[src/rtl/lec_pkg.sv]
// Shared types, constants and codes of the leader election controller.
`timescale 1ns / 1ps
`default_nettype none

package lec_pkg;

  localparam int TICK_COUNTER_BITS = 16;
  localparam int CFG_TIME_W        = 16;
  localparam int CMP_W             = (TICK_COUNTER_BITS > CFG_TIME_W) ?
                                     TICK_COUNTER_BITS : CFG_TIME_W;

  localparam int ID_W    = 32;
  localparam int MAC_W   = 48;
  localparam int REP_W   = 4;
  localparam int BYTE_W  = 8;
  localparam int ACT_W   = 2;
  localparam int CIDX_W  = 3;
  localparam int CDATA_W = 48;

  localparam int IN_DATA_W  = 104;
  localparam int OUT_DATA_W = 16;

  localparam int Q_DEPTH = 2;
  localparam int Q_PTR_W = (Q_DEPTH > 1) ? $clog2(Q_DEPTH) : 1;
  localparam int Q_CNT_W = $clog2(Q_DEPTH + 1);

  localparam logic [BYTE_W-1:0] MAGIC_BYTE    = 8'h56;
  localparam logic [BYTE_W-1:0] TYPE_CLAIM    = 8'h01;
  localparam logic [BYTE_W-1:0] TYPE_RESULT   = 8'h03;
  localparam logic [BYTE_W-1:0] MIN_FRAME_LEN = 8'd12;

  localparam logic [CFG_TIME_W-1:0] RST_ELECTION_TIMEOUT = 16'd3000;
  localparam logic [CFG_TIME_W-1:0] RST_CLAIM_INTERVAL   = 16'd200;
  localparam logic [REP_W-1:0]      RST_RESULT_REPEATS   = 4'd5;
  localparam logic [CFG_TIME_W-1:0] RST_ANNOUNCE_GAP     = 16'd100;
  localparam logic [CFG_TIME_W-1:0] RST_SLAVE_WAIT       = 16'd1000;

  typedef logic [TICK_COUNTER_BITS-1:0] cnt_t;

  typedef enum logic [ACT_W-1:0] {
    ACT_TICK  = 2'd0,
    ACT_FRAME = 2'd1,
    ACT_START = 2'd2,
    ACT_SPARE = 2'd3
  } action_t;

  typedef enum logic [CIDX_W-1:0] {
    REG_OWN_ID           = 3'd0,
    REG_OWN_MAC          = 3'd1,
    REG_ELECTION_TIMEOUT = 3'd2,
    REG_CLAIM_INTERVAL   = 3'd3,
    REG_RESULT_REPEATS   = 3'd4,
    REG_ANNOUNCE_GAP     = 3'd5,
    REG_SLAVE_WAIT       = 3'd6,
    REG_UNUSED           = 3'd7
  } reg_idx_t;

  typedef enum logic [2:0] {
    PH_IDLE     = 3'd0,
    PH_ELECT    = 3'd1,
    PH_ANNOUNCE = 3'd2,
    PH_SLAVE    = 3'd3,
    PH_DONE     = 3'd4
  } phase_t;

  typedef enum logic [1:0] {
    ROLE_NONE   = 2'd0,
    ROLE_MASTER = 2'd1,
    ROLE_SLAVE  = 2'd2
  } role_t;

  typedef enum logic [1:0] {
    REQ_NONE   = 2'd0,
    REQ_CLAIM  = 2'd1,
    REQ_RESULT = 2'd2
  } send_t;

  // Event classes produced by the front end.
  typedef enum logic [2:0] {
    EV_NOP          = 3'd0,
    EV_TICK         = 3'd1,
    EV_START        = 3'd2,
    EV_YIELD        = 3'd3,
    EV_RESULT_OTHER = 3'd4,
    EV_RESULT_US    = 3'd5
  } ev_kind_t;

  typedef struct packed {
    logic [CFG_TIME_W-1:0] election_timeout;
    logic [CFG_TIME_W-1:0] claim_interval;
    logic [REP_W-1:0]      result_repeats;
    logic [CFG_TIME_W-1:0] announce_gap;
    logic [CFG_TIME_W-1:0] slave_wait;
  } timing_cfg_t;

  typedef struct packed {
    logic   finished;
    logic   won;
    logic   got_result;
    logic   yielded;
    role_t  role;
    phase_t phase;
    send_t  send_kind;
  } result_t;

endpackage

`default_nettype wire

[src/rtl/lec_front.sv]
// Front end: classifies each accepted input item into an election event.
`timescale 1ns / 1ps
`default_nettype none

module lec_front (
  input  wire logic [lec_pkg::ACT_W-1:0]  action,
  input  wire logic [lec_pkg::BYTE_W-1:0] frame_magic,
  input  wire logic [lec_pkg::BYTE_W-1:0] frame_type,
  input  wire logic [lec_pkg::BYTE_W-1:0] frame_length,
  input  wire logic [lec_pkg::ID_W-1:0]   peer_id,
  input  wire logic [lec_pkg::MAC_W-1:0]  peer_mac,
  input  wire logic [lec_pkg::ID_W-1:0]   own_id,
  input  wire logic [lec_pkg::MAC_W-1:0]  own_mac,
  output lec_pkg::ev_kind_t               ev_kind
);
  import lec_pkg::*;

  logic frame_ok;
  logic mac_is_ours;
  logic outranks;

  assign frame_ok    = (frame_magic == MAGIC_BYTE) && (frame_length >= MIN_FRAME_LEN);
  assign mac_is_ours = (peer_mac == own_mac);
  assign outranks    = {peer_id, peer_mac} > {own_id, own_mac};

  always_comb begin
    ev_kind = EV_NOP;
    case (action_t'(action))
      ACT_TICK:  ev_kind = EV_TICK;
      ACT_START: ev_kind = EV_START;
      ACT_FRAME: begin
        if (frame_ok && frame_type == TYPE_CLAIM) begin
          if (!mac_is_ours && outranks) begin
            ev_kind = EV_YIELD;
          end
        end else if (frame_ok && frame_type == TYPE_RESULT) begin
          ev_kind = mac_is_ours ? EV_RESULT_US : EV_RESULT_OTHER;
        end
      end
      default: ev_kind = EV_NOP;
    endcase
  end

endmodule

`default_nettype wire

[src/rtl/lec_queue.sv]
// Short event queue between the front end and the back end.
`timescale 1ns / 1ps
`default_nettype none

module lec_queue (
  input  wire logic       clk,
  input  wire logic       rst_n,
  input  wire logic       push,
  input  wire lec_pkg::ev_kind_t push_kind,
  output logic            full,
  input  wire logic       pop,
  output logic            not_empty,
  output lec_pkg::ev_kind_t head_kind
);
  import lec_pkg::*;

  ev_kind_t                entry_r [Q_DEPTH];
  logic [Q_PTR_W-1:0]      wr_ptr_r, wr_ptr_nxt;
  logic [Q_PTR_W-1:0]      rd_ptr_r, rd_ptr_nxt;
  logic [Q_CNT_W-1:0]      count_r, count_nxt;

  function automatic logic [Q_PTR_W-1:0] ptr_inc(input logic [Q_PTR_W-1:0] p);
    ptr_inc = (p == Q_PTR_W'(Q_DEPTH - 1)) ? '0 : p + 1'b1;
  endfunction

  assign full      = (count_r == Q_CNT_W'(Q_DEPTH));
  assign not_empty = (count_r != '0);
  assign head_kind = entry_r[rd_ptr_r];

  always_comb begin
    wr_ptr_nxt = push ? ptr_inc(wr_ptr_r) : wr_ptr_r;
    rd_ptr_nxt = pop ? ptr_inc(rd_ptr_r) : rd_ptr_r;
    count_nxt  = count_r;
    if (push && !pop) begin
      count_nxt = count_r + 1'b1;
    end else if (pop && !push) begin
      count_nxt = count_r - 1'b1;
    end
  end

  always_ff @(posedge clk) begin
    if (!rst_n) begin
      wr_ptr_r <= '0;
      rd_ptr_r <= '0;
      count_r  <= '0;
    end else begin
      wr_ptr_r <= wr_ptr_nxt;
      rd_ptr_r <= rd_ptr_nxt;
      count_r  <= count_nxt;
    end
  end

  always_ff @(posedge clk) begin
    if (push) begin
      entry_r[wr_ptr_r] <= push_kind;
    end
  end

endmodule

`default_nettype wire

[src/rtl/lec_back.sv]
// Back end: election state machine, counters and the registered result stage.
`timescale 1ns / 1ps
`default_nettype none

module lec_back (
  input  wire logic          clk,
  input  wire logic          rst_n,
  input  wire lec_pkg::timing_cfg_t cfg,
  input  wire logic          ev_valid,
  input  wire lec_pkg::ev_kind_t ev_kind,
  output logic               ev_pop,
  output logic               res_valid,
  output lec_pkg::result_t   res_data,
  input  wire logic          res_ready
);
  import lec_pkg::*;

  phase_t      phase_r, phase_nxt;
  role_t       role_r, role_nxt;
  cnt_t        elapsed_r, elapsed_nxt;
  cnt_t        wait_r, wait_nxt;
  logic [REP_W-1:0] repeats_r, repeats_nxt;
  logic        yielded_r, yielded_nxt;
  logic        result_r, result_nxt;
  logic        won_r, won_nxt;
  logic        out_valid_r;
  result_t     out_data_r, out_data_nxt;
  send_t       send;
  logic        fin;

  function automatic cnt_t sat_inc(input cnt_t v);
    sat_inc = (v == '1) ? v : v + 1'b1;
  endfunction

  function automatic logic reached(input cnt_t v, input logic [CFG_TIME_W-1:0] lim);
    reached = CMP_W'(v) >= CMP_W'(lim);
  endfunction

  assign ev_pop    = ev_valid && (!out_valid_r || res_ready);
  assign res_valid = out_valid_r;
  assign res_data  = out_data_r;

  always_comb begin
    phase_nxt   = phase_r;
    role_nxt    = role_r;
    elapsed_nxt = elapsed_r;
    wait_nxt    = wait_r;
    repeats_nxt = repeats_r;
    yielded_nxt = yielded_r;
    result_nxt  = result_r;
    won_nxt     = won_r;
    send        = REQ_NONE;
    fin         = 1'b0;

    case (ev_kind)
      EV_START: begin
        phase_nxt   = PH_ELECT;
        role_nxt    = ROLE_NONE;
        yielded_nxt = 1'b0;
        result_nxt  = 1'b0;
        won_nxt     = 1'b0;
        repeats_nxt = '0;
        elapsed_nxt = '0;
        wait_nxt    = '0;
        if (cfg.election_timeout == '0) begin
          phase_nxt   = PH_ANNOUNCE;
          role_nxt    = ROLE_MASTER;
          repeats_nxt = (cfg.result_repeats != '0) ? cfg.result_repeats - 1'b1 : '0;
          send        = REQ_RESULT;
        end else begin
          send = REQ_CLAIM;
        end
      end
      EV_YIELD, EV_RESULT_OTHER, EV_RESULT_US: begin
        if (phase_r == PH_ELECT || phase_r == PH_ANNOUNCE || phase_r == PH_SLAVE) begin
          if (ev_kind == EV_YIELD) begin
            yielded_nxt = 1'b1;
          end else if (ev_kind == EV_RESULT_OTHER) begin
            result_nxt = 1'b1;
          end else begin
            won_nxt = 1'b1;
          end
          if (phase_r == PH_ELECT && (yielded_nxt || result_nxt)) begin
            role_nxt = ROLE_SLAVE;
            wait_nxt = '0;
            if (result_nxt || cfg.slave_wait == '0) begin
              phase_nxt = PH_DONE;
              fin       = 1'b1;
            end else begin
              phase_nxt = PH_SLAVE;
            end
          end else if (phase_r == PH_SLAVE && result_nxt) begin
            phase_nxt = PH_DONE;
            fin       = 1'b1;
          end
        end
      end
      EV_TICK: begin
        case (phase_r)
          PH_ELECT: begin
            elapsed_nxt = sat_inc(elapsed_r);
            wait_nxt    = sat_inc(wait_r);
            if (reached(elapsed_nxt, cfg.election_timeout)) begin
              phase_nxt   = PH_ANNOUNCE;
              role_nxt    = ROLE_MASTER;
              repeats_nxt = (cfg.result_repeats != '0) ? cfg.result_repeats - 1'b1 : '0;
              wait_nxt    = '0;
              send        = REQ_RESULT;
            end else if (reached(wait_nxt, cfg.claim_interval)) begin
              send     = REQ_CLAIM;
              wait_nxt = '0;
            end
          end
          PH_ANNOUNCE: begin
            wait_nxt = sat_inc(wait_r);
            if (reached(wait_nxt, cfg.announce_gap)) begin
              wait_nxt = '0;
              if (repeats_r != '0) begin
                repeats_nxt = repeats_r - 1'b1;
                send        = REQ_RESULT;
              end else begin
                phase_nxt = PH_DONE;
                fin       = 1'b1;
              end
            end
          end
          PH_SLAVE: begin
            wait_nxt = sat_inc(wait_r);
            if (reached(wait_nxt, cfg.slave_wait)) begin
              phase_nxt = PH_DONE;
              fin       = 1'b1;
            end
          end
          default: begin
          end
        endcase
      end
      default: begin
      end
    endcase

    out_data_nxt.send_kind  = send;
    out_data_nxt.phase      = phase_nxt;
    out_data_nxt.role       = role_nxt;
    out_data_nxt.yielded    = yielded_nxt;
    out_data_nxt.got_result = result_nxt;
    out_data_nxt.won        = won_nxt;
    out_data_nxt.finished   = fin;
  end

  always_ff @(posedge clk) begin
    if (!rst_n) begin
      phase_r     <= PH_IDLE;
      role_r      <= ROLE_NONE;
      elapsed_r   <= '0;
      wait_r      <= '0;
      repeats_r   <= '0;
      yielded_r   <= 1'b0;
      result_r    <= 1'b0;
      won_r       <= 1'b0;
      out_valid_r <= 1'b0;
    end else begin
      if (ev_pop) begin
        phase_r   <= phase_nxt;
        role_r    <= role_nxt;
        elapsed_r <= elapsed_nxt;
        wait_r    <= wait_nxt;
        repeats_r <= repeats_nxt;
        yielded_r <= yielded_nxt;
        result_r  <= result_nxt;
        won_r     <= won_nxt;
      end
      if (ev_pop) begin
        out_valid_r <= 1'b1;
      end else if (res_ready) begin
        out_valid_r <= 1'b0;
      end
    end
  end

  always_ff @(posedge clk) begin
    if (ev_pop) begin
      out_data_r <= out_data_nxt;
    end
  end

endmodule

`default_nettype wire

[src/rtl/leader_election_controller.sv]
// Top level of the leader election controller: configuration registers and stream ports.
`timescale 1ns / 1ps
`default_nettype none

// Bully-style leader election controller. Every input transfer carries one event
// (millisecond tick, received frame or start) and produces exactly one result
// transfer with the broadcast request and the election state after that event.
// The block takes one event per clock cycle while the queue has room and the
// output is not stalled: the front end classifies a frame in the cycle of its
// transfer and writes the event into a two-entry queue, and the back end updates
// the state machine and counters into an output register. An event passes the
// queue register and then the output register before out_tvalid rises. Configuration
// writes are always accepted and should be made only while no event is in flight.

module leader_election_controller (
  input  wire logic                           clk,
  input  wire logic                           rst_n,
  // in_tdata: frame_magic[7:0], frame_type[15:8], frame_length[23:16],
  //           peer_id[55:24], peer_mac[103:56]
  input  wire logic [lec_pkg::IN_DATA_W-1:0]  in_tdata,
  // in_tuser: action[1:0]
  input  wire logic [lec_pkg::ACT_W-1:0]      in_tuser,
  input  wire logic                           in_tvalid,
  output logic                                in_tready,
  // out_tdata: send_kind[1:0], phase[4:2], role[6:5], yielded[7], got_result[8],
  //            won[9], finished[10], zero padding[15:11]
  output logic [lec_pkg::OUT_DATA_W-1:0]      out_tdata,
  output logic                                out_tvalid,
  input  wire logic                           out_tready,
  input  wire logic                           cfg_valid,
  output logic                                cfg_ready,
  input  wire logic [lec_pkg::CIDX_W-1:0]     cfg_index,
  input  wire logic [lec_pkg::CDATA_W-1:0]    cfg_data
);
  import lec_pkg::*;

  logic [ID_W-1:0]  own_id_r;
  logic [MAC_W-1:0] own_mac_r;
  timing_cfg_t      timing_r;

  ev_kind_t front_kind;
  ev_kind_t head_kind;
  logic     q_full;
  logic     q_not_empty;
  logic     q_pop;
  logic     push;
  result_t  res;

  assign cfg_ready = 1'b1;
  assign in_tready = !q_full;
  assign push      = in_tvalid && in_tready;

  always_ff @(posedge clk) begin
    if (!rst_n) begin
      own_id_r                  <= '0;
      own_mac_r                 <= '0;
      timing_r.election_timeout <= RST_ELECTION_TIMEOUT;
      timing_r.claim_interval   <= RST_CLAIM_INTERVAL;
      timing_r.result_repeats   <= RST_RESULT_REPEATS;
      timing_r.announce_gap     <= RST_ANNOUNCE_GAP;
      timing_r.slave_wait       <= RST_SLAVE_WAIT;
    end else if (cfg_valid && cfg_ready) begin
      case (reg_idx_t'(cfg_index))
        REG_OWN_ID:           own_id_r                  <= cfg_data[ID_W-1:0];
        REG_OWN_MAC:          own_mac_r                 <= cfg_data[MAC_W-1:0];
        REG_ELECTION_TIMEOUT: timing_r.election_timeout <= cfg_data[CFG_TIME_W-1:0];
        REG_CLAIM_INTERVAL:   timing_r.claim_interval   <= cfg_data[CFG_TIME_W-1:0];
        REG_RESULT_REPEATS:   timing_r.result_repeats   <= cfg_data[REP_W-1:0];
        REG_ANNOUNCE_GAP:     timing_r.announce_gap     <= cfg_data[CFG_TIME_W-1:0];
        REG_SLAVE_WAIT:       timing_r.slave_wait       <= cfg_data[CFG_TIME_W-1:0];
        default: begin
        end
      endcase
    end
  end

  lec_front u_front (
    .action       (in_tuser),
    .frame_magic  (in_tdata[7:0]),
    .frame_type   (in_tdata[15:8]),
    .frame_length (in_tdata[23:16]),
    .peer_id      (in_tdata[55:24]),
    .peer_mac     (in_tdata[103:56]),
    .own_id       (own_id_r),
    .own_mac      (own_mac_r),
    .ev_kind      (front_kind)
  );

  lec_queue u_queue (
    .clk       (clk),
    .rst_n     (rst_n),
    .push      (push),
    .push_kind (front_kind),
    .full      (q_full),
    .pop       (q_pop),
    .not_empty (q_not_empty),
    .head_kind (head_kind)
  );

  lec_back u_back (
    .clk       (clk),
    .rst_n     (rst_n),
    .cfg       (timing_r),
    .ev_valid  (q_not_empty),
    .ev_kind   (head_kind),
    .ev_pop    (q_pop),
    .res_valid (out_tvalid),
    .res_data  (res),
    .res_ready (out_tready)
  );

  assign out_tdata = {(OUT_DATA_W - $bits(result_t))'(0), res};

endmodule

`default_nettype wire
[config.mk]
export PLATFORM = sky130hd
export DESIGN_NAME = leader_election_controller
export DESIGN_NICKNAME = d
export VERILOG_FILES = /design/src/rtl/lec_pkg.sv /design/src/rtl/lec_front.sv /design/src/rtl/lec_queue.sv /design/src/rtl/lec_back.sv /design/src/rtl/leader_election_controller.sv
export SDC_FILE = /design/constraint.sdc
export NUM_CORES = 1
export LEC_CHECK = 0
export BUFFER_PORTS_ARGS = -buffer_cell sky130_fd_sc_hd__buf_2
export CAP_MARGIN = 20
export CORE_ASPECT_RATIO = 0.8
export CORE_MARGIN = 3
export CORE_UTILIZATION = 62
export CTS_CLUSTER_DIAMETER = 60
export DETAILED_ROUTE_END_ITERATION = 10
export PLACE_DENSITY_LB_ADDON = 0.3
export SLEW_MARGIN = 20
export SYNTH_ARGS = -nofsm -noshare
export SYNTH_HDL_FRONTEND = slang
export SYNTH_HIERARCHICAL = 1
export SYNTH_SLANG_ARGS = --single-unit
[constraint.sdc]
create_clock -name clk -period 11.9 [get_ports clk]
set_input_delay 0.595 -clock clk [delete_from_list [all_inputs] [get_ports clk]]
set_output_delay 0.595 -clock clk [all_outputs]
set_load 0.02 [all_outputs]
======== Word-level counts from Yosys, hierarchy flattened ========
Memories as Yosys holds them, arrays and structs flattened. A register that Yosys moved wholly into a read port is not among the register bits.
Cells that the tools add are included.
word-level totals
  memories kept ........................... 1
  bits in writable memories ............... 6
  word-level logic and storage cells ...... 195
  output and inout port bits .............. 19
  register bits ........................... 208
  input bits .............................. 162
memory list
  name             words  width  rd ports  clocked after memory_dff  wr ports  line             RTL
  u_queue.entry_r  2      3      1         1                         1         lec_queue.sv:17  ev_kind_t entry_r [Q_DEPTH];
operators by class
  mux-type cells .......................... 81
  reduce and logical (&&, ||, !) cells .... 42
  $lt $le $gt $ge ......................... 6
  eq/ne operators ......................... 31
  add/sub/neg operators ................... 8
operator list
  cell                     count
  $mux W16                 8
  $pmux W16 S3             2
  $gt A80 B80 Y1           1
  $ge A16 B16 Y1           4
  $eq A48 B48 Y1           1
  $add A16 B1 Y16 const B  2
  $eq A16 B16 Y1 const B   2
  $logic_not A16 Y1        2
  $pmux W16 S2             1
  $mux W1                  30
  $mux W3                  10
  $pmux W3 S3              3
  $mux W2                  12
  $mux W4                  5
  $eq A3 B2 Y1 const B     6
  $pmux W4 S2              2
  $eq A3 B3 Y1 const B     5
  $reduce_and A2 Y1        7
  $logic_and A1 B1 Y1      10
  $pmux W1 S2              5
  $eq A3 B1 Y1 const B     3
  $ne A3 B3 Y1 const B     3
  $eq A8 B1 Y1 const B     1
  $eq A8 B2 Y1 const B     1
  other kinds (24)         42

======== Longest topological paths before layout ========
Gate-level depths: netlist of the first run.
  word-level depth ........................ 10
  depth in mapped cells ................... 18
  depth with buffers taken out ............ 15

======== By module ========
Netlist of the first run, hierarchy kept.
modules (own cells, without submodules)
  module                      seq. area each (µm²)  instances  cells each  area an instance (µm²)
  leader_election_controller  2962.8                1          560         5690.5
  lec_back                    1231.2                1          665         5142.4
  lec_front                   0.0                   1          305         2192.1
  lec_queue                   280.3                 1          31          435.4

======== Worst setup path before layout of the first run ========
OpenSTA, ideal clock, no wires.
  kind .................................... register -> register
  start ................................... register u_back.wait_r[0]
  end ..................................... register u_back.wait_r[4]
  clock period less this slack ............ 3.948 ns
  stages on the path, launching flop included .. 17
  data required time ...................... 11.783 ns
  path buffers ............................ 1
  slack ................................... 7.952 ns
  arrival ................................. 3.831 ns
  library setup time ...................... 0.117 ns
  cell sequence ........................... dfxtp_1 ha_1 nand3_1 nor4_2 a21oi_1 and3_1 nor2b_1 or2_1 ha_1 nand2_1 nor4_2 or4b_1 a32o_1 a21o_4 and2_4 buf_6 a22o_1
on the way
  longest elaborated chain between the ends .. 7
  elaborated cells between the ends (all ways) .. 10
  classes of those cells .................. add/sub: 1; order compare: 2; eq/ne: 1; mux: 6
ends and longest elaborated chain
  item                                                      line             RTL
  start, declared                                           lec_back.sv:21   cnt_t wait_r, wait_nxt;
  start signal, assigned                                    lec_back.sv:167  wait_r <= wait_nxt;
  $add A16 B1 Y16 / $eq A16 B16 Y1 (equally long branches)  lec_back.sv:32   sat_inc = (v == '1) ? v : v + 1'b1;
  $mux W16 (*)                                              lec_back.sv:32
  $ge A16 B16 Y1                                            lec_back.sv:36   reached = CMP_W'(v) >= CMP_W'(lim);
  $mux W16                                                  lec_back.sv:109  end else if (reached(wait_nxt, cfg.claim_interval)) begin
  $mux W16                                                  lec_back.sv:103  if (reached(elapsed_nxt, cfg.election_timeout)) begin
  $pmux W16 S3 (*)                                          lec_back.sv:99   case (phase_r)
  $pmux W16 S3 (*)                                          lec_back.sv:55   case (ev_kind)
Mark *: on every way between the ends. The rest lies on a longest branch, timed or not.
A chain may end at the register's enable or synchronous reset.

======== Worst setup path after layout of the first run ========
  start ................................... register u_back.elapsed_r[3]
  end ..................................... register u_back.out_data_r, in the netlist u_back/res_data[3], data pin
on the way
  longest elaborated chain between the ends .. 6
  elaborated cells between the ends (all ways) .. 7
  classes of those cells .................. add/sub: 1; order compare: 1; eq/ne: 1; mux: 4
ends and longest elaborated chain
  item                                                      line             RTL
  start, declared                                           lec_back.sv:20   cnt_t elapsed_r, elapsed_nxt;
  start signal, assigned                                    lec_back.sv:166  elapsed_r <= elapsed_nxt;
  $add A16 B1 Y16 / $eq A16 B16 Y1 (equally long branches)  lec_back.sv:32
  $mux W16 (*)                                              lec_back.sv:32
  $ge A16 B16 Y1 (*)                                        lec_back.sv:36
  $mux W3 (*)                                               lec_back.sv:103
  $pmux W3 S3 (*)                                           lec_back.sv:99
  $pmux W3 S3 (*)                                           lec_back.sv:55
  named net u_back.phase_nxt[1]                             lec_back.sv:18   phase_t phase_r, phase_nxt;
  end signal, assigned                                      lec_back.sv:183  out_data_r <= out_data_nxt;
  end, declared                                             lec_back.sv:27   result_t out_data_r, out_data_nxt;
The timed path passes the listed nets; every way through them passes the cells marked *.

==> impl_metrics.sql, run 1 <==
INSERT INTO impl_metrics (metric_group, metric, value, unit) VALUES
('global_route', 'grt_remaining_overflow', '0', ''),
('clock_tree', 'clock_path_buffers', '3', ''),
('critical_path', 'slowest_stage', 'a211oi_1', ''),
('clock_tree', 'clock_input_transition_at_the_sequential_cells_of_the_worst_setup_and_hold_paths', '0.06', 'ns'),
('placed_design', 'port_buffers', '172', ''),
('placed_design', 'place_congestion', '0.9087', ''),
('sta', 'fmax_achieved', '203.7', 'MHz'),
('synthesis', 'ys_seq_area_share', '33.24', '%'),
('global_route', 'global_route_wire_length_before_repair', '56.26', 'mm'),
('pwr', 'power_density', '123.9', 'mW/mm^2'),
('hold_path', 'holdPathStages', '3', ''),
('sta', 'post-route-period-util', '41.26', '%'),
('critical_path', 'path_cells', 'and4_1 > and4_1 > and4_1 > nor2b_1 > nand3_1 > xnor2_1 > ha_1 > a22o_1 > nor4_1 > o21ai_0 > a211oi_1 > o21ai_0 > nor3_1 > a22oi_1', ''),
('sta', 'clock-skew-final', '0.03085', 'ns'),
('global_route', 'vias_in_the_first_global_route', '11300', ''),
('pwr', 'power.share.clock', '37.9', '%'),
('pwr', 'p_int', '1.326', 'mW'),
('critical_path', 'worst_r2r_dst', 'u_back/res_data[3]', ''),
('clock_tree', 'tritoncts', 'done', ''),
('drt', 'drc', '0', ''),
('sta', 'final.setup.worst_slack', '6.990', 'ns'),
('cells_and_area', 'final.fill_count', '1603', ''),
('clock_tree', 'htree_num_levels', '1', ''),
('critical_path', 'r2r.worst_path.cells', '14', ''),
('synthesis', 'synth.distinct_cells', '84', ''),
('cells_and_area', 'commonest_cells_after_routing_fill_and_taps_aside', 'nand2_1 (260), dfxtp_1 (198), buf_2 (171)', ''),
('pwr', 'switchingPower', '0.5545', 'mW'),
('drt', 'drt_wl_total', '35.31', 'mm'),
('cells_and_area', 'layout-area-overhead-vs-synth', '12.73', '%'),
('sta', 'slew-limit-headroom', '22.72', '%'),
('floorplan', 'row_count', '47', ''),
('placed_design', 'area_after_dpl', '0.01439', 'mm^2'),
('critical_path', 'worstPathArrival', '5.14', 'ns'),
('placed_design', 'post_placement_worst_setup_slack', '7.088', 'ns'),
('pwr', 'swShare', '29.49', '%'),
('cells_and_area', 'mostFrequentLayoutCell', 'nand2_1', ''),
('floorplan', 'core_region_area', '0.02099', 'mm^2'),
('sta', 'worstMarginPinSlew', '1.144', 'ns'),
('critical_path', 'ws_path_type', 'reg2reg', ''),
('cells_and_area', 'layout-drive-gt1-share', '14.75', '%'),
('critical_path', 'timing.reg2reg.setup_slack', '6.99', 'ns'),
('synthesis', 'synth_area', '0.01346', 'mm^2'),
('global_route', 'grt_start_max_net_pins', '116', ''),
('floorplan', 'die_height', '137.8', 'um'),
('floorplan', 'dieArea', '0.02353', 'mm^2'),
('critical_path', 'critPathCaptureType', 'flip-flop', ''),
('pwr', 'power.leakage', '6.735', 'nW'),
('global_route', 'grt_use_total', '29.54', '%'),
('drt', 'post_drt_wl_per_cell', '17.67', 'um'),
('pwr', 'vdd.ir_drop.worst', '103.2', 'uV'),
('synthesis', 'synth-adder-area-share', '13.76', '%'),
('floorplan', 'chipWidth', '170.7', 'um'),
('outcome', 'result_of_the_run', 'complete, no violations', ''),
('clock_tree', 'cts_setup_buffers', '0', ''),
('clock_tree', 'cts_repair_resize_count', '0', ''),
('critical_path', 'worst_path_most_repeated_cell', 'and4_1', ''),
('hold_path', 'whs_endpoint', 'own_mac_r[33]', ''),
('drt', 'drtPass1Iterations', '6', ''),
('synthesis', 'compound_gate_fraction_of_synth_area', '12.06', '%'),
('synthesis', 'simple_gate_portion_of_the_synthesized_area', '20.16', '%'),
('cells_and_area', 'final_nets', '2015', ''),
('clock_tree', 'latest_clock_arrival_within_the_worst_skew_pair', '0.53', 'ns'),
('synthesis', 'area_share_of_xor_xnor_cells_in_the_synthesized_design', '1.497', '%'),
('critical_path', 'critical_path_launch_point_type', 'flip-flop', ''),
('synthesis', 'avgSynthCellArea', '8.623', 'um^2'),
('synthesis', 'muxShareOfSynthArea', '11.79', '%'),
('drt', 'drt.antenna.violating_nets', '0', ''),
('clock_tree', 'cts_buffers', '23', ''),
('global_route', 'initial_antenna_violation_count', '7', ''),
('floorplan', 'ios', '181', ''),
('pwr', 'p_comb_share', '19.4', '%');
[area by class of cell]
cell class	count	area, um^2	share of cell area, %
clock buffers	29	608.1	4.008
repair buffers	183	969.7	6.391
flip-flops and latches	215	4474	29.49
multi-input cells	1120	8029	52.91
well taps	269	336.6	2.218
diodes	7	17.52	0.1154
inverters	162	608.1	4.008
clock inverters	13	130.1	0.8576
[cells in the mapped netlist, drive strengths merged, types with 5 or more instances]
library cell / instances / area, um^2
nor2: 55 / 206.5
a31oi: 13 / 81.33
ha: 148 / 1852
clkbuf: 31 / 116.4
nor4: 16 / 140.1
buf: 37 / 277.8
a21boi: 6 / 45.05
xnor2: 13 / 113.9
xor2: 10 / 87.58
and4: 10 / 87.58
and3: 17 / 106.4
dfxtp: 198 / 3964
edfxtp: 17 / 510.5
a21oi: 76 / 384.1
o21a: 9 / 67.56
and2: 19 / 121.4
o21ai: 48 / 240.2
or2: 5 / 31.28
mux2i: 154 / 1541
nor3: 11 / 60.06
inv: 162 / 608.1
a211oi: 8 / 60.06
nor2b: 53 / 331.6
a21o: 12 / 97.59
nand2b: 8 / 50.05
nand4: 31 / 212.7
nand3: 28 / 140.1
o211ai: 8 / 60.06
a22o: 20 / 175.2
a221oi: 7 / 67.56
nand2: 260 / 975.9
[worst max path at each step]
| stage | from | end | cells past startpoint |
|---|---|---|---|
| final | u_back/elapsed_r[3] | u_back/res_data[3] | 14 |
| after global routing | u_back/elapsed_r[3] | u_back/res_data[3] | 14 |
| after CTS | u_back/elapsed_r[3] | u_back/res_data[3] | 14 |
| after detailed placement | u_back/elapsed_r[3] | u_back/res_data[3] | 14 |
| after global placement | u_back/elapsed_r[4] | u_back/res_data[3] | 14 |
| after floorplan | u_back/wait_r[0] | u_back/wait_r[4] | 16 |
[stage by stage]
stage | util, % | hold WS [ns] | instances | power (mW)
floorplan | - | 0.4347 | 1565 | 1.064
global placement | 68.54 | 0.4424 | 1948 | 1.161
detailed placement | 68.54 | 0.4471 | 1948 | 1.175
CTS | 72.06 | 0.2971 | 1990 | 1.885
global route | 72.27 | 0.3156 | 1998 | 1.963
finish | 72.27 | 0.3127 | 1998 | 1.880
[worst max-delay path: cells and delay by family (launching register included)]
family | cells | cell delay [ns]
AND/OR/NAND/NOR | 7 | 2.02
AO/OA/AOI/OAI | 5 | 1.66
flip-flops | 1 | 0.38
adder cells (fa/ha/maj) | 1 | 0.30
XOR/XNOR | 1 | 0.24
[kinds of logic after synthesis]
family	Yosys count
multiplexers	158
AND/OR/NAND/NOR	540
AO/OA/AOI/OAI	245
flip-flops	215
adder cells (fa/ha/maj)	148
buffers and inverters	230
XOR/XNOR	23
other	2
[routing by layer]
| metal | wire (um) | vias up | track usage (%) | part of all wire, % |
|---|---|---|---|---|
| met5 | 0 | - | 0 | 0 |
| met4 | 1074 | 0 | 10.00 | 3.0 |
| met3 | 2680 | 78 | 4.676 | 7.6 |
| met2 | 16040 | 439 | 48.10 | 45 |
| met1 | 15520 | 5463 | 40.15 | 44 |
| li1 | - | 5703 | - | - |
[state kept, by name, indices dropped and copies added (netlist names), named ones only]
name	flops
timing_r	68
own_mac_r	48
own_id_r	32
u_back/elapsed_r	16
u_back/wait_r	16
u_back/res_data	11
u_queue/entry_r	6
u_back/repeats_r	4
u_back/phase_r	3
u_back/role_r	2
u_queue/count_r	2
u_back/res_valid	1
u_back/result_r	1
u_back/won_r	1
u_back/yielded_r	1
u_queue/rd_ptr_r	1
u_queue/wr_ptr_r	1
[power groups by stage]
stage          Sequential (mW)  Clock (mW)  Combinational, mW
2_1_floorplan            0.838           0              0.226
5_1_grt                  0.809       0.751              0.404
4_1_cts                  0.803       0.723              0.359
3_3_place_gp             0.817           0              0.344
3_5_place_dp             0.819           0              0.356
6_report                 0.804       0.712              0.364
(Power assumes the default switching activity.)
==> inputs of run 2 (changes only) <==
--- a/config.mk
+++ b/config.mk
@@ -9,7 +9,7 @@
 export CAP_MARGIN = 20
 export CORE_ASPECT_RATIO = 0.8
 export CORE_MARGIN = 3
-export CORE_UTILIZATION = 62
+export CORE_UTILIZATION = 59
 export CTS_CLUSTER_DIAMETER = 60
 export DETAILED_ROUTE_END_ITERATION = 10
 export PLACE_DENSITY_LB_ADDON = 0.3
==> constraint.sdc (replaced) <==
create_clock -name clk -period 4.9 [get_ports clk]
set_input_delay 0.245 -clock clk [delete_from_list [all_inputs] [get_ports clk]]
set_output_delay 0.245 -clock clk [all_outputs]
set_load 0.02 [all_outputs]
==> impl_metrics.sql, run 2 (synthesized netlist as in run 1, its figures left out) <==
INSERT INTO impl_metrics (metric_group, metric, value, unit) VALUES
('clock_tree', 'tritoncts', 'done', ''),
('drt', 'dr_total_vias', '11690', ''),
('drt', 'drtPass1Iterations', '5', ''),
('pwr', 'switchingPower', '1.365', 'mW'),
('critical_path', 'critical_path_launch_point_type', 'flip-flop', ''),
('sta', 'final.setup.tns', '0', 'ns'),
('critical_path', 'worst_r2r_startpoint', 'u_back/wait_r[0]', ''),
('clock_tree', 'latest_clock_arrival_within_the_worst_skew_pair', '0.52', 'ns'),
('sta', 'fmax_achieved', '221.9', 'MHz'),
('cells_and_area', 'largest_register_ff_count', '68', ''),
('placed_design', 'place_congestion', '0.8823', ''),
('clock_tree', 'cts_buffers', '24', ''),
('sta', 'worstMarginPinSlew', '1.008', 'ns'),
('critical_path', 'slowest_stage', 'o21ai_0', ''),
('clock_tree', 'cts.sink_count', '215', ''),
('floorplan', 'row_count', '48', ''),
('critical_path', 'path_max_fanout', '8', ''),
('pwr', 'power.leakage', '6.909', 'nW'),
('floorplan', 'core_region_area', '0.02198', 'mm^2'),
('critical_path', 'path_cells', 'ha_1 > nand3_1 > nor4_2 > nand2_1 > nand2_1 > inv_1 > a31oi_1 > ha_1 > a31oi_1 > or3b_2 > o21ai_0 > o21ai_0 > nor3_1 > a22oi_1', ''),
('sta', 'final.setup.worst_slack', '0.3935', 'ns'),
('floorplan', 'chipWidth', '174.9', 'um'),
('global_route', 'grt_remaining_overflow', '0', ''),
('pwr', 'fin_total_pwr', '4.707', 'mW'),
('global_route', 'initial_antenna_violation_count', '6', ''),
('placed_design', 'port_buffers', '172', ''),
('pwr', 'p_int', '3.343', 'mW'),
('drt', 'post_drt_wl_per_cell', '17.30', 'um'),
('sta', 'worst_hold_slack', '0.01835', 'ns'),
('drt', 'drc', '0', ''),
('cells_and_area', 'final_nets', '2047', ''),
('sta', 'fin_crit', '4.507', 'ns'),
('placed_design', 'post_placement_worst_setup_slack', '0.5087', 'ns'),
('cells_and_area', 'layout-area-overhead-vs-synth', '15.70', '%'),
('pwr', 'p_comb_share', '19.2', '%'),
('cells_and_area', 'final-seq-area', '0.004474', 'mm^2'),
('critical_path', 'crit_path_max_incr_delay', '0.53', 'ns'),
('placed_design', 'hpwlAfterDp', '25.81', 'mm'),
('clock_tree', 'cts_repair_resize_count', '0', ''),
('hold_path', 'holdCritStartpoint', 'cfg_data[28]', ''),
('sta', 'post-route-period-util', '91.97', '%'),
('global_route', 'grt_start_max_net_pins', '102', ''),
('critical_path', 'critPathCaptureType', 'flip-flop', ''),
('clock_tree', 'cts_hold_repair.buffers', '28', ''),
('global_route', 'global_route_wire_length_before_repair', '56.32', 'mm'),
('critical_path', 'ws_path_type', 'reg2reg', ''),
('sta', 'timing_hold_violations_final', '0', ''),
('critical_path', 'cp-startpoint', 'u_back/wait_r[0]', ''),
('cells_and_area', 'mostFrequentLayoutCell', 'nand2_1', ''),
('cells_and_area', 'final.fill_count', '1702', ''),
('global_route', 'vias_in_the_first_global_route', '11200', ''),
('cells_and_area', 'instances_no_fill', '2061', ''),
('cells_and_area', 'max_flop_register', 'timing_r', ''),
('clock_tree', 'clock_input_transition_at_the_sequential_cells_of_the_worst_setup_and_hold_paths', '0.06', 'ns'),
('cells_and_area', 'commonest_cells_after_routing_fill_and_taps_aside', 'nand2_1 (260), dfxtp_1 (198), buf_2 (171)', ''),
('critical_path', 'worstPathArrival', '4.75', 'ns'),
('global_route', 'grt_use_total', '27.91', '%'),
('floorplan', 'die_height', '141.1', 'um'),
('pwr', 'power.share.clock', '39.3', '%'),
('sta', 'final-max-slew-violation-count', '0', ''),
('drt', 'avgViaCountPerCell', '5.670', ''),
('hold_path', 'hp-class', 'in2reg', ''),
('floorplan', 'starting_density', '61.24', '%'),
('sta', 'setup_viol_count_final', '0', ''),
('outcome', 'result_of_the_run', 'complete, no violations', ''),
('clock_tree', 'htree_num_levels', '1', ''),
('critical_path', 'timing.critical_path.required', '5.14', 'ns'),
('clock_tree', 'cts_setup_buffers', '0', ''),
('sta', 'unrepaired_setup_endpoints_after_global_routing', 'false', ''),
('cells_and_area', 'largest_registers', 'timing_r x68, own_mac_r x48, own_id_r x32', ''),
('pwr', 'seq_power_share', '41.5', '%'),
('clock_tree', 'clock_tree.root_cell', 'clkbuf_16', ''),
('placed_design', 'post-place-cells', '1983', ''),
('sta', 'slew-limit-headroom', '31.88', '%'),
('pwr', 'vdd.ir_drop.worst', '288.0', 'uV'),
('sta', 'clock-skew-final', '0.01190', 'ns'),
('drt', 'drt_wl_total', '35.66', 'mm'),
('pwr', 'power_density', '302.3', 'mW/mm^2'),
('floorplan', 'ios', '181', ''),
('cells_and_area', 'multiInputGateArea', '0.008029', 'mm^2'),
('cells_and_area', 'layout-drive-gt1-share', '15.04', '%'),
('flow_run', 'maxCapViolations', '0', ''),
('floorplan', 'dieArea', '0.02467', 'mm^2'),
('clock_tree', 'clock_path_buffers', '3', ''),
('drt', 'dr.first_iter.drc_count', '974', ''),
('pwr', 'swShare', '28.99', '%'),
('drt', 'drt.antenna.violating_nets', '0', '');
[run 2: critical path, delay by kind of cell (launching register included)]
kind,cells,cell delay (ns)
compound gates,5,1.25
buf+inv,1,0.06
flops,1,0.44
fa+ha+maj,2,0.50
simple gates,6,1.95
[run 2: final cells by class]
class	instances	share of cell area [%]
Multi-Input combinational cell	1120	51.55
Sequential cell	215	28.73
Timing Repair Buffer	214	8.042
Clock buffer	29	4.371
Inverter	162	3.905
Tap cell	300	2.410
Clock inverter	15	0.8918
Antenna cell	6	0.09641
[run 2: power by group through the flow]
stage / Combinational, mW / Sequential [mW] / Clock (mW)
floorplan: 0.549 / 2.03 / 0
finish: 0.902 / 1.95 / 1.85
global route: 0.994 / 1.96 / 1.95
detailed placement: 0.866 / 1.99 / 0
global placement: 0.849 / 1.99 / 0
CTS: 0.891 / 1.95 / 1.88
[run 2: path summary, 6_finish.rpt]
check                       end  slack (ns)  depth (start not counted)
min reg2reg        own_id_r[29]        0.46                          2
max          u_back/res_data[3]        0.39                         14
min               own_mac_r[28]        0.02                          3
max reg2reg  u_back/res_data[3]        0.39                         14
[run 2: layer usage]
metal	vias to the layer above	GRT usage (%)	part of all wire, %
li1	5772	-	-
met5	-	0	0
met1	5433	37.44	46
met2	398	44.73	45
met3	83	5.547	6.2
met4	0	10.49	3.3
[run 2: metrics by stage]
step                      area, um^2  utilization [%]
after CTS                      15560            70.78
after global routing           15570            70.85
after global placement         14460            65.78
final                          15570            70.85
after floorplan                13480                -
after detailed placement       14460            65.78
